--- src/isc_pkg.sv ---
`timescale 1ns / 1ps
// Shared types and constants for the insertion sorter.
// No dependencies; imported by isc_cell and insertion_sorter.
package isc_pkg;

   localparam int VALUE_BITS = 32;

   typedef enum logic {
      ST_FILL,
      ST_DRAIN
   } sorter_state_type;

   typedef struct packed {
      logic insert;
      logic drain;
   } chain_ctl_type;

endpackage

--- src/isc_cell.sv ---
`timescale 1ns / 1ps
// One cell of the insertion chain: holds one entry and its valid bit.
// Depends on isc_pkg for the chain control struct.
module isc_cell #(
   parameter int ELEMENT_BITS = 32
) (
   input  logic                      clock,
   input  logic                      reset,
   input  isc_pkg::chain_ctl_type    ctl,
   input  logic [ELEMENT_BITS-1:0]   new_value,
   input  logic                      left_valid,
   input  logic                      left_gt,
   input  logic [ELEMENT_BITS-1:0]   left_value,
   input  logic                      right_valid,
   input  logic [ELEMENT_BITS-1:0]   right_value,
   output logic                      cell_valid,
   output logic                      cell_gt,
   output logic [ELEMENT_BITS-1:0]   cell_value
);
   import isc_pkg::*;

   logic                    valid_ff;
   logic                    valid_in;
   logic [ELEMENT_BITS-1:0] value_ff;
   logic [ELEMENT_BITS-1:0] value_in;

   assign cell_valid = valid_ff;
   assign cell_value = value_ff;
   assign cell_gt    = valid_ff && ($signed(new_value) < $signed(value_ff));

   always_comb begin
      valid_in = valid_ff;
      value_in = value_ff;
      if (ctl.drain) begin
         valid_in = right_valid;
         value_in = right_value;
      end else if (ctl.insert) begin
         if (left_gt) begin
            valid_in = 1'b1;
            value_in = left_value;
         end else if (cell_gt) begin
            value_in = new_value;
         end else if (!valid_ff && left_valid) begin
            valid_in = 1'b1;
            value_in = new_value;
         end
      end
   end

   always_ff @(posedge clock) begin
      if (reset) begin
         valid_ff <= 1'b0;
      end else begin
         valid_ff <= valid_in;
      end
      value_ff <= value_in;
   end

endmodule

--- config.mk ---
export PLATFORM = sky130hd
export DESIGN_NAME = isc_cell
export DESIGN_NICKNAME = d
export VERILOG_FILES = /design/src/isc_pkg.sv /design/src/isc_cell.sv
export SDC_FILE = /design/constraint.sdc
export NUM_CORES = 1
export LEC_CHECK = 0
export BUFFER_PORTS_ARGS = -buffer_cell sky130_fd_sc_hd__clkbuf_2
export CORE_MARGIN = 2
export CORE_UTILIZATION = 41
export CTS_BUF_LIST = sky130_fd_sc_hd__clkbuf_16
export CTS_CLUSTER_DIAMETER = 50
export CTS_CLUSTER_SIZE = 20
export DETAILED_ROUTE_END_ITERATION = 12
export PLACE_DENSITY = 0.75
export SLEW_MARGIN = 15
export SYNTH_ARGS = -nofsm -noshare
export SYNTH_HDL_FRONTEND = slang
export SYNTH_SLANG_ARGS = --single-unit
--- constraint.sdc ---
create_clock -name clock -period 2.8 [get_ports clock]
set_input_delay 0.42 -clock clock [delete_from_list [all_inputs] [get_ports clock]]
set_output_delay 0.42 -clock clock [all_outputs]
set_load 0.01 [all_outputs]
==> impl_metrics.py <==
metrics = {
    "status": {
        "outcome": "completed",
    },
    "clock_tree": {
        "hold_buffers": 0,
        "clock_path_buffers": 2,
        "path_clk_slew_ns": 0.06,
        "cts_tree": "built",
        "clockRootBuffer": "clkbuf_16",
        "clock_sinks": 33,
        "cts_made_buffers": 5,
        "h-tree-depth": 2,
        "clock_latency_ns": 0.27,
    },
    "worst_setup_path": {
        "worstPathArrival_ns": 2.28,
        "cp-end-kind": "primary output",
        "worst_r2r_endpoint": "cell_value[3]",
        "cp_max_fo": 2,
        "r2r_start": "cell_value[21]",
        "cp_num_buf_inv": 2,
        "slowest_stage": "edfxtp_1",
        "crit_type": "flop to primary output",
        "ff2ff_setup_slack_ns": 0.20,
        "start_kind": "flop",
        "slowest_delay_ns": 0.41,
        "crit_family": "compound AO/OA/AOI/OAI gates",
        "crit_path_cell_trace": "inv_1 > ha_1 > a21oi_1 > o21ai_1 > a221o_1 > a211o_1 > a21oi_2 > mux2i_1 > buf_2",
        "reg2regPathDepth": 10,
        "cp.required_ns": 2.38,
        "cp.depth": 9,
    },
    "placed_design": {
        "dpl.cell_count": 467,
        "place.gp.congestion": 0.790,
        "place_worst_setup_slack_ns": 0.129,
        "portBuffers": 136,
        "dpl.hpwl_mm": 5.33,
    },
    "synthesis": {
        "ys_warn_count": 0,
        "syn_inst": 263,
        "ys_seq_area_share_pct": 39.5,
        "syn_nets": 397,
        "ys_types": 26,
        "syn_area_um2": 2480,
        "syn-mean-instance-area_um2": 9.44,
        "synth-seq-cells": 33,
    },
    "route": {
        "routed_wl_mm": 6.55,
        "via_count": 2386,
        "drtIter0Drc": 51,
        "vias_per_cell": 5.01,
        "wl_per_cell_um": 13.8,
        "first_pass_iters": 4,
        "route.detailed.drc": 0,
        "ant_nets": 0,
    },
    "power": {
        "leakage_nw": 1.83,
        "ir_drop_v": 0.000224,
        "p_per_area_nw_per_um2": 476,
    },
    "job": {
        "cap_viol_max_count": 0,
    },
    "floorplanning": {
        "die-area_um2": 6700,
        "start_util_pct": 42.2,
        "fp-row-count": 28,
        "die_w_um": 81.8,
        "fp.coreArea_um2": 5890,
        "pin_count": 137,
        "die_h_um": 81.8,
    },
    "final_layout": {
        "diodes": 0,
        "n_fill_cell": 554,
        "instances_no_fill": 476,
        "area_growth_pct": 37.4,
        "fin_nets": 534,
        "drive_gt1_share_pct": 38.2,
    },
    "hold_path": {
        "hp-start": "reset",
        "hold_class": "primary input to flop",
        "min_to": "cell_valid",
        "hold_depth": 2,
    },
    "sta": {
        "max_freq_ghz": 0.370,
        "final_max_slew_viol_count": 0,
        "setup_violations": 0,
        "fin_crit_sh_pct": 96.4,
        "grt_setup_unrepaired": "no",
        "max_slew_margin_pct": 62.0,
        "finalCriticalPeriod_ns": 2.70,
        "tns_ns": 0,
        "setup_ws_ns": 0.0998,
        "skew_ns": 0.00815,
        "worst_pin_slew_ns": 0.570,
        "finalHoldViolCount": 0,
    },
    "grt": {
        "grt_start_max_net_pins": 66,
        "grt_pass1_wl_mm": 9.73,
        "overflow": 0,
        "grt_pass1_vias": 2231,
        "antenna_found_initial": 0,
        "track_usage_pct": 18.9,
    },
}
## report_power, final
part	switching (mW)	internal (mW)	leakage [nW]
registers	0.0302	0.614	0.338
logic	0.251	0.217	1.41
clock network	0.188	0.322	0.0748
total	0.470	1.15	1.83
## stage by stage
| stage | hold WS, ns | total power, mW | cell area (um2) | util, % |
|---|---|---|---|---|
| detailed placement | 0.553 | 1.12 | 3260 | 55.4 |
| global placement | 0.545 | 1.10 | 3260 | 55.4 |
| global route | 0.311 | 1.73 | 3410 | 58.0 |
| finish | 0.312 | 1.62 | 3410 | 58.0 |
| CTS | 0.309 | 1.64 | 3400 | 57.8 |
| floorplan | 0.499 | 0.910 | 2490 | - |
## per-layer routing
layer	track usage, %	vias to the layer above	share of wire [%]
met2	33.0	91	52
met3	2.53	4	6.5
met5	0	-	0
met1	23.8	1070	41
met4	6.83	0	0.79
li1	-	1221	-
## worst reg2reg max path, delay by kind of cell, from the launching register on
kind                     cells  cell delay [ns]
buffers and inverters        3             0.44
AO/OA/AOI/OAI                5             1.12
adder cells (fa/ha/maj)      1             0.23
AND/OR/NAND/NOR              1             0.09
flip-flops                   1             0.41
## registers in the layout (all words and copies together) (netlist names)
signal and flops:
cell_valid 1, cell_value 32
## cell usage after synthesis (all sizes together)
cell type,n,area share (%)
nand2b,3,0.76
nand4,6,1.5
edfxtp,32,39
a21o,2,0.60
a31oi,1,0.25
o21ai,37,7.5
a21oi,15,3.2
o41ai,1,0.66
a221o,1,0.40
nor3,2,0.40
o311a,1,0.40
a2111o,1,0.45
nor4,1,0.25
clkbuf,8,1.2
ha,31,16
nand2,40,6.0
inv,31,4.7
dfxtp,1,0.81
nor2b,2,0.50
a211o,2,0.71
nand3,3,0.60
buf,3,0.60
nor2,6,0.91
mux2i,33,13
## cell type report
cell class	instances	area [um2]	share of cell area [%]
Timing Repair Buffer	141	731	21.4
Clock buffer	5	125	3.67
Inverter	31	116	3.41
Clock inverter	3	13.8	0.403
Multi-Input combinational cell	188	1350	39.6
Tap cell	75	93.8	2.75
Sequential cell	33	981	28.7
## worst max-delay path by stage
stage                   startpoint            end  slack (ns)
finish              cell_value[21]        cell_gt         0.1
CTS                 cell_value[21]        cell_gt        0.01
detailed placement   new_value[30]        cell_gt        0.13
global placement     new_value[30]        cell_gt        0.20
global route         cell_value[2]        cell_gt       0.001
floorplan           cell_value[30]  cell_value[0]        0.17
## cells by family (layout without fill, tap and decap cells)
logic type / count (synthesis) / in the layout / synth area share, %
buf+inv: 42 / 180 / 6.50
flops: 33 / 33 / 39.5
fa+ha+maj: 31 / 31 / 15.6
compound gates: 61 / 61 / 14.1
simple gates: 63 / 63 / 11.0
mux: 33 / 33 / 13.3
## cell usage in the layout, fill, tap and decap left out
cell type	Yosys	layout
nor2b_1	2	2
buf_4	0	4
a21oi_2	1	3
a31oi_1	1	1
o311a_1	1	1
o21ai_0	36	36
clkinv_2	0	2
a21oi_1	14	12
buf_12	0	1
clkbuf_16	0	5
nor4_1	1	1
edfxtp_1	32	32
nand2b_1	3	3
nor2_1	6	6
buf_2	3	1
nand4_1	6	6
dfxtp_1	1	1
nand2_2	0	1
o21ai_1	1	1
a211o_1	2	2
nor3_1	2	2
ha_1	31	31
a221o_1	1	1
inv_1	31	32
a21o_1	2	2
nand2_1	40	39
nand3_1	3	3
clkbuf_2	0	135
a2111o_1	1	1
o41ai_2	1	1
mux2i_1	33	33
## what timing repair did
item / CTS / global route
pin swaps: 0 / 1
setup endpoints to repair: 1 / 1
buffers inserted: 0 / 1
resized for setup: 1 / 2
(Power assumes the default switching activity.)
